--- src/hw/rtl/i2ctrf_pkg.sv ---
// ============================================================================
// i2ctrf_pkg: shared types and constants of the I2C target register file
// Register store geometry, event codes, write phases and the command bundle
// that the controller hands to the datapath.
// ============================================================================
package i2ctrf_pkg;

   // Number of byte registers behind the target.
   localparam int DEPTH = 16;

   // Store index width, and pointer width (the pointer may sit one past the end).
   localparam int IDX_W = (DEPTH > 1) ? $clog2(DEPTH) : 1;
   localparam int PTR_W = $clog2(DEPTH + 1);

   // Byte event codes delivered by the bus front end.
   typedef enum logic [2:0] {
      CMD_ADDR_WRITE = 3'd0,
      CMD_DATA_WRITE = 3'd1,
      CMD_ADDR_READ  = 3'd2,
      CMD_DATA_READ  = 3'd3,
      CMD_NACK       = 3'd4
   } command_type;

   // Progress of a write transfer sequence.
   typedef enum logic [1:0] {
      PH_IDLE    = 2'd0,
      PH_POINTER = 2'd1,
      PH_DATA    = 2'd2
   } phase_type;

   // Commands from the controller to the datapath, all single-cycle strobes.
   typedef struct packed {
      logic clear_ptr;
      logic load_ptr;
      logic write_store;
      logic read_store;
   } dp_cmd_type;

endpackage

--- src/hw/rtl/i2ctrf_datapath.sv ---
// ============================================================================
// i2ctrf_datapath: register store, pointer and read data register
// Executes the strobes from the controller on the store and the pointer.
// ============================================================================
module i2ctrf_datapath
   import i2ctrf_pkg::*;
(
   input  logic       clock,
   input  logic       reset,
   input  dp_cmd_type dp_cmd,
   input  logic [7:0] bus_byte,
   output logic [7:0] read_byte
);

   logic [7:0]       store_ff [DEPTH];
   logic [PTR_W-1:0] pointer_ff;
   logic [PTR_W-1:0] pointer_in;
   logic [7:0]       read_byte_ff;

   logic [PTR_W-1:0] ptr_wrapped;
   logic [PTR_W-1:0] ptr_next;
   logic [IDX_W-1:0] index;
   logic [8:0]       byte_wide;

   // A pointer left one past the end by a read wraps to the first entry.
   assign ptr_wrapped = (pointer_ff >= PTR_W'(DEPTH)) ? '0 : pointer_ff;
   assign ptr_next    = ptr_wrapped + PTR_W'(1);
   assign index       = ptr_wrapped[IDX_W-1:0];
   assign byte_wide   = {1'b0, bus_byte};

   always_comb begin
      pointer_in = pointer_ff;
      priority if (dp_cmd.clear_ptr) begin
         pointer_in = '0;
      end else if (dp_cmd.load_ptr) begin
         // An out-of-range pointer byte selects the first register.
         pointer_in = (byte_wide >= 9'(DEPTH)) ? '0 : byte_wide[PTR_W-1:0];
      end else if (dp_cmd.write_store) begin
         pointer_in = (ptr_next == PTR_W'(DEPTH)) ? '0 : ptr_next;
      end else if (dp_cmd.read_store) begin
         pointer_in = ptr_next;
      end
   end

   always_ff @(posedge clock) begin
      if (reset) begin
         pointer_ff <= '0;
         for (int i = 0; i < DEPTH; i++) begin
            store_ff[i] <= 8'h00;
         end
      end else begin
         pointer_ff <= pointer_in;
         if (dp_cmd.write_store) begin
            store_ff[index] <= bus_byte;
         end
      end
   end

   always_ff @(posedge clock) begin
      if (dp_cmd.read_store) begin
         read_byte_ff <= store_ff[index];
      end
   end

   assign read_byte = read_byte_ff;

endmodule

--- src/hw/rtl/i2ctrf_controller.sv ---
// ============================================================================
// i2ctrf_controller: write phase state machine and handshake control
// Decodes accepted events into datapath strobes and owns the result valid.
// ============================================================================
module i2ctrf_controller
   import i2ctrf_pkg::*;
(
   input  logic        clock,
   input  logic        reset,
   input  logic        req_valid,
   input  logic [2:0]  command,
   output logic        req_ready,
   output logic        rsp_valid,
   input  logic        rsp_ready,
   output dp_cmd_type  dp_cmd
);

   phase_type phase_ff;
   phase_type phase_in;
   logic      rsp_valid_ff;
   logic      rsp_valid_in;
   logic      accept;
   logic      is_read;

   assign req_ready = !rsp_valid_ff || rsp_ready;
   assign accept    = req_valid && req_ready;
   assign is_read   = (command == CMD_ADDR_READ) || (command == CMD_DATA_READ);

   // Next state.
   always_comb begin
      phase_in = phase_ff;
      if (accept) begin
         unique case (command_type'(command))
            CMD_ADDR_WRITE: phase_in = PH_POINTER;
            CMD_DATA_WRITE: begin
               if (phase_ff == PH_POINTER) begin
                  phase_in = PH_DATA;
               end
            end
            default: phase_in = phase_ff;
         endcase
      end
   end

   // Outputs.
   always_comb begin
      dp_cmd = '0;
      if (accept) begin
         unique case (command_type'(command))
            CMD_ADDR_WRITE: dp_cmd.clear_ptr = 1'b1;
            CMD_DATA_WRITE: begin
               if (phase_ff == PH_POINTER) begin
                  dp_cmd.load_ptr = 1'b1;
               end else begin
                  dp_cmd.write_store = 1'b1;
               end
            end
            CMD_ADDR_READ,
            CMD_DATA_READ:  dp_cmd.read_store = 1'b1;
            default:        dp_cmd = '0;
         endcase
      end
   end

   always_comb begin
      rsp_valid_in = rsp_valid_ff;
      if (accept && is_read) begin
         rsp_valid_in = 1'b1;
      end else if (rsp_ready) begin
         rsp_valid_in = 1'b0;
      end
   end

   always_ff @(posedge clock) begin
      if (reset) begin
         phase_ff     <= PH_IDLE;
         rsp_valid_ff <= 1'b0;
      end else begin
         phase_ff     <= phase_in;
         rsp_valid_ff <= rsp_valid_in;
      end
   end

   assign rsp_valid = rsp_valid_ff;

endmodule

--- src/hw/rtl/i2c_target_register_file_top.sv ---
// ============================================================================
// i2c_target_register_file_top: I2C target register file with auto increment
// Byte-event front end of an I2C target with a pointer-addressed byte store.
// ============================================================================
// Result: a read event's byte is offered on rsp in the cycle after its transfer.
// Throughput: one event per cycle; the single result register sets the pace,
// and a new event is taken whenever that register is empty or being drained.
// Reset: synchronous; clears the whole store, the pointer and the write phase,
// after which events are taken at once.
// ============================================================================
module i2c_target_register_file_top
   import i2ctrf_pkg::*;
(
   input  logic       clock,
   input  logic       reset,
   // Event channel.
   input  logic       req_tvalid,
   output logic       req_tready,
   input  logic [7:0] req_tdata,   // [7:0] bus_byte
   input  logic [2:0] req_tuser,   // [2:0] command
   // Result channel, one transfer per read event.
   output logic       rsp_tvalid,
   input  logic       rsp_tready,
   output logic [7:0] rsp_tdata    // [7:0] read_byte
);

   dp_cmd_type dp_cmd;

   // The controller tracks where a write sequence stands (address seen,
   // pointer byte taken) and turns each accepted write or read event into one strobe.
   i2ctrf_controller u_controller (
      .clock     (clock),
      .reset     (reset),
      .req_valid (req_tvalid),
      .command   (req_tuser),
      .req_ready (req_tready),
      .rsp_valid (rsp_tvalid),
      .rsp_ready (rsp_tready),
      .dp_cmd    (dp_cmd)
   );

   // The datapath holds the store, the auto-incrementing pointer and the
   // registered read byte that is presented on the result channel.
   i2ctrf_datapath u_datapath (
      .clock     (clock),
      .reset     (reset),
      .dp_cmd    (dp_cmd),
      .bus_byte  (req_tdata),
      .read_byte (rsp_tdata)
   );

endmodule
--- config.mk ---
export PLATFORM = sky130hd
export DESIGN_NAME = i2c_target_register_file_top
export DESIGN_NICKNAME = d
export VERILOG_FILES = /design/src/hw/rtl/i2ctrf_pkg.sv /design/src/hw/rtl/i2ctrf_datapath.sv /design/src/hw/rtl/i2ctrf_controller.sv /design/src/hw/rtl/i2c_target_register_file_top.sv
export SDC_FILE = /design/constraint.sdc
export NUM_CORES = 1
export LEC_CHECK = 0
export BUFFER_PORTS_ARGS = -buffer_cell sky130_fd_sc_hd__buf_2
export CORE_ASPECT_RATIO = 0.7
export CORE_UTILIZATION = 56
export CTS_BUF_LIST = sky130_fd_sc_hd__clkbuf_4 sky130_fd_sc_hd__clkbuf_8 sky130_fd_sc_hd__clkbuf_16
export DETAILED_ROUTE_END_ITERATION = 12
export PLACE_DENSITY = 0.76
export SLEW_MARGIN = 20
export SYNTH_ARGS = -nofsm -noshare
export SYNTH_HDL_FRONTEND = slang
export SYNTH_HIERARCHICAL = 1
export SYNTH_SLANG_ARGS = --single-unit
export TNS_END_PERCENT = 50
--- constraint.sdc ---
create_clock -name clock -period 2.45 [get_ports clock]
set_clock_uncertainty 0.15 [all_clocks]
set_input_delay 0.245 -clock clock [delete_from_list [all_inputs] [get_ports clock]]
set_output_delay 0.245 -clock clock [all_outputs]
set_load 0.02 [all_outputs]
* Yosys cells after proc, flatten, opt, wreduce, memory -nomap -nowiden *
Memory sizes are Yosys's and may differ from the RTL's. A register that Yosys moved wholly into a read port is not among the register bits.
Cells that the tools add are included.

cells by class
  $add $sub $neg = 1
  $lt $le $gt $ge = 2
  equality and inequality tests = 6
  muxes and demuxes = 24
  reductions and logical operators = 13

operators with widths
  operator                                                            number
  2-to-1 mux 5 bit                                                    6
  2-to-1 mux 1 bit                                                    12
  greater-or-equal comparator 8 x 5 -> 1 bit (second input constant)  1
  2-to-1 mux 4 bit                                                    2
  2-to-1 mux 8 bit                                                    1
  OR reduction 8 bit                                                  1
  == test 3 x 2 -> 1 bit (second input constant)                      2
  adder 5 x 1 -> 5 bit (second input constant)                        1
  == test 5 bit (second input constant)                               1
  greater-or-equal comparator 5 bit (second input constant)           1
  2-to-1 mux 2 bit                                                    2
  one-hot mux 2 bit (2 select lines)                                  1
  nonzero test 2 bit                                                  2
  OR reduction 2 bit                                                  2
  == test 3 x 1 -> 1 bit (second input constant)                      1
  zero test 3 bit                                                     1
  AND reduction 3 bit                                                 1
  nonzero test 3 bit                                                  1
  == test 2 x 1 -> 1 bit (second input constant)                      1
  logical AND 1 bit                                                   2
  logical OR 1 bit                                                    2
  inequality test 2 x 1 -> 1 bit (second input constant)              1
  zero test 1 bit                                                     1

storage, ports and cells
  flip-flop bits (word level) = 8
  memory bits (writable) = 128
  input port bits = 15
  output and inout bits = 10
  logic and storage cells = 50
  memories kept = 1

memories
  memory               words  width  rd ports  clocked after memory_dff  wr ports  RTL line               text
  u_datapath.store_ff  16     8      1         1                         16        i2ctrf_datapath.sv:15  logic [7:0] store_ff [DEPTH];

* Longest topological paths before layout *
  word-level depth = 9
  depth in mapped cells = 10
  gate-level depth less buffers = 8

* Modules after synthesis *
The synthesis kept the hierarchy.

modules (own cells, without submodules)
  module             times used  cells an instance  area each (um2)  seq. area each (um2)
  i2ctrf_datapath    1           524                6810.3           4184.0
  i2ctrf_controller  1           21                 192.7            60.1

* Least setup slack after synthesis *
Ideal clock, no wire load.

  path type = register to register
  start = reg u_datapath.pointer_ff[4]
  end = mem u_datapath.store_ff[3][0], enable pin
  setup time = 0.309 ns
  data arrival time = 2.013 ns
  required time = 1.991 ns
  setup slack = -0.023 ns
  stages on the path, launching flop included = 9
  path buffers = 2
  period minus slack after synthesis = 2.473 ns
  cell sequence = dfxtp_1 -> and2b_1 -> buf_2 -> buf_2 -> ha_1 -> nand2_1 -> or2_2 -> nor2_1 -> or2_2

RTL lines
  what                    RTL line               text
  from (decl)             i2ctrf_datapath.sv:16  logic [PTR_W-1:0] pointer_ff;
  from (signal assigned)  i2ctrf_datapath.sv:52  pointer_ff <= pointer_in;
  to (decl)               i2ctrf_datapath.sv:15

==> results.txt <==
status = finished clean
Worst EP required = 2400 ps
Max FO, Critical Path = 9
commonest cells after routing, fill and taps aside = edfxtp_1, and2_1, a21oi_1, mux2i_1, buf_4
TritonRoute pass-1 iters = 5
detailed-route DRC error count = 0
CTS buffer count = 17
count of different cell masters after synthesis = 48
Seq cells post-synth = 144
worst skew pair latency = 420 ps
crit path cell chain = nor2b_4 -> inv_2 -> nand3_1 -> nor2b_1 -> nor2b_1 -> nand2_1 -> nor2_4 -> or2_2
Final Net Count = 604
largest net degree at the start of global routing = 44
Ant. Diodes = 0
Final Hold Viols = 0
Worst setup startpoint = u_controller/rsp_valid
EDFF count, synth = 136
FF-to-FF Start = u_controller/rsp_valid
gr usage total = 26.8%
sequential power share = 48.8%
I/O pins = 25
leakage power = 3.12 nW
DIE HEIGHT = 95.6 µm
commonest non-fill, non-tap cell in the layout = edfxtp_1
Routed WL per cell = 21.2 µm
# rows = 33
final wirelength = 16000 µm
RSZ-0062 raised after global routing = false
Via-to-Cell Ratio = 5.98
share of the synthesized area in the top cell type = 58.3%
CP max stage cell = dfxtp_1
Worst path top cell family by delay = simple AND/OR/NAND/NOR gates
Final Non-Filler Cells = 755
final total power = 5.76 mW
kind of critical path = reg -> reg
Final Setup Violations = 0
GPL Wtd Cong = 0.920
TritonCTS clock tree = built
drt initial violations = 603
most used cell, CP = nor2b_1
most used routing layer = met2
CTS sink count = 144
Worst VDD drop = 0.547 mV
number of global-route vias before repair = 4323
worst slew pin tran = 568 ps
port bufs = 24
gr ovfl total = 0
Setup Fix Bufs, Post-CTS = 0
power per standard cell area = 724 nW/µm²
final core utilization = 66.6%
CP endpoint kind = register
layout cells sized above 1 = 21.7%
hold_ws = 18.3 ps
post-synth net total = 564
Int Power = 4.44 mW
root buffer cell = clkbuf_16
worst path bufs/invs = 1
period utilisation layout = 94.3%
first-pass GRT wire length = 24300 µm
Pins Over Slew Limit = 0
met3 Track Usage GR = 8.56%
core area = 11900 µm²
initial antenna violation count = 0
Die W = 136 µm
Post-Syn Instances = 545
ys flop type = edfxtp_1
Post-Place Cells = 722
combinational share of power = 8.1%
Post-Syn Area per Cell = 12.8 µm²
DRT antenna net count = 0
Synth async-reset ratio = 0%
FMAX = 433 MHz
Max H-tree Level = 4
Largest stage delay, worst path = 310 ps
Final min period = 2310 ps
critical hold path startpoint = req_tvalid
Synth-to-Final Area Change = 13.5%
met1 Use GR = 38.1%
Hold-fix buffers, CTS = 1
leading post-synthesis cells by cell area = edfxtp_1, and2_1, mux2i_1
Reg clk slew, reported paths = 60 ps
Die ar. = 13000 µm²
Seq/Total Area, Yosys = 60.6%
YS warnings = 6
CP Launch Type = register
Gates resized, CTS repair = 0
dpl hpwl = 10600 µm
worst hold path type = in -> reg
CTS Buffer Depth = 2
clock group share of total power = 43.2%
switching pwr = 1.32 mW
max-cap viol count = 0
Sw Ratio = 22.9%
Max-slew headroom = 62.1%
Vias = 4515
Mapped Area = 7000 µm²
Starting Density = 58.7%
Worst EP arrival = 2270 ps
area leader, netlist = edfxtp_1
grt met2 use = 38.4%
[Yosys cell counts, types with 2 or more instances]
master	number
mux2i_1	32
and2_1	129
a31oi_1	3
mux2_2	8
or3b_1	2
or3_1	3
clkbuf_1	14
nand2b_1	3
o21bai_1	2
or2_2	16
dfxtp_1	8
nor2_4	4
nand3_1	10
ha_1	4
inv_2	2
nand2_1	6
a21oi_1	36
a22oi_1	8
mux2_4	8
buf_2	14
a211o_1	16
nand3b_1	2
o21ai_1	8
inv_1	2
and3b_1	16
o21ai_0	14
nor2_1	16
buf_6	2
edfxtp_1	136
nor2b_1	3
[cell families after synthesis]
logic type	synth area share [%]
flops	60.6
simple gates	19.9
buf+inv	2.86
xor+xnor	0.250
mux	7.58
fa+ha+maj	0.715
compound gates	8.13
[layer usage]
layer	wire length, µm	up-vias
met3	1440	37
met4	357	0
li1	-	2062
met5	0	-
met2	7000	203
met1	7190	2213
[per-stage QoR]
step	instance area, µm²	setup TNS [ps]	setup slack [ps]
after floorplan	7000	-359	-22.5
after global placement	7360	0	186
after detailed placement	7360	0	106
after CTS	7950	0	173
after global routing	7950	0	36.8
final	7950	0	138
[worst min-delay path: stages]
cell and delay [ps]:
buf_2 120, nand3b_1 100, a21oi_1 70
[registers in the layout (all words and copies together) (netlist names)]
register                cells
u_controller/phase_ff       2
u_controller/rsp_valid      1
u_datapath/pointer_ff       5
u_datapath/read_byte        8
u_datapath/store_ff       128
[power groups by stage]
stage	Sequential, mW	Combinational (mW)	Clock [mW]
3_5_place_dp	2.86	0.451	0
4_1_cts	2.81	0.455	2.52
6_report	2.81	0.464	2.49
2_1_floorplan	2.85	0.302	0
3_3_place_gp	2.86	0.438	0
5_1_grt	2.82	0.491	2.62
[cell type report]
class	count	area, µm²
clock inverter	14	141
multi-input combinational	363	2560
inverter	5	23.8
tap	157	196
sequential	144	4250
timing repair buffer	54	348
fill	841	3990
clock buffer	18	433
[worst paths after layout]
check | to | cells past startpoint | slack [ps]
worst max register to register | u_datapath/store_ff[8][7] | 8 | 140
worst min register to register | u_controller/phase_ff[0] | 2 | 350
worst min-delay path | u_controller/rsp_valid | 3 | 20
worst max-delay path | u_datapath/store_ff[8][7] | 8 | 140
No activity file was read; power rests on OpenSTA's default activity.
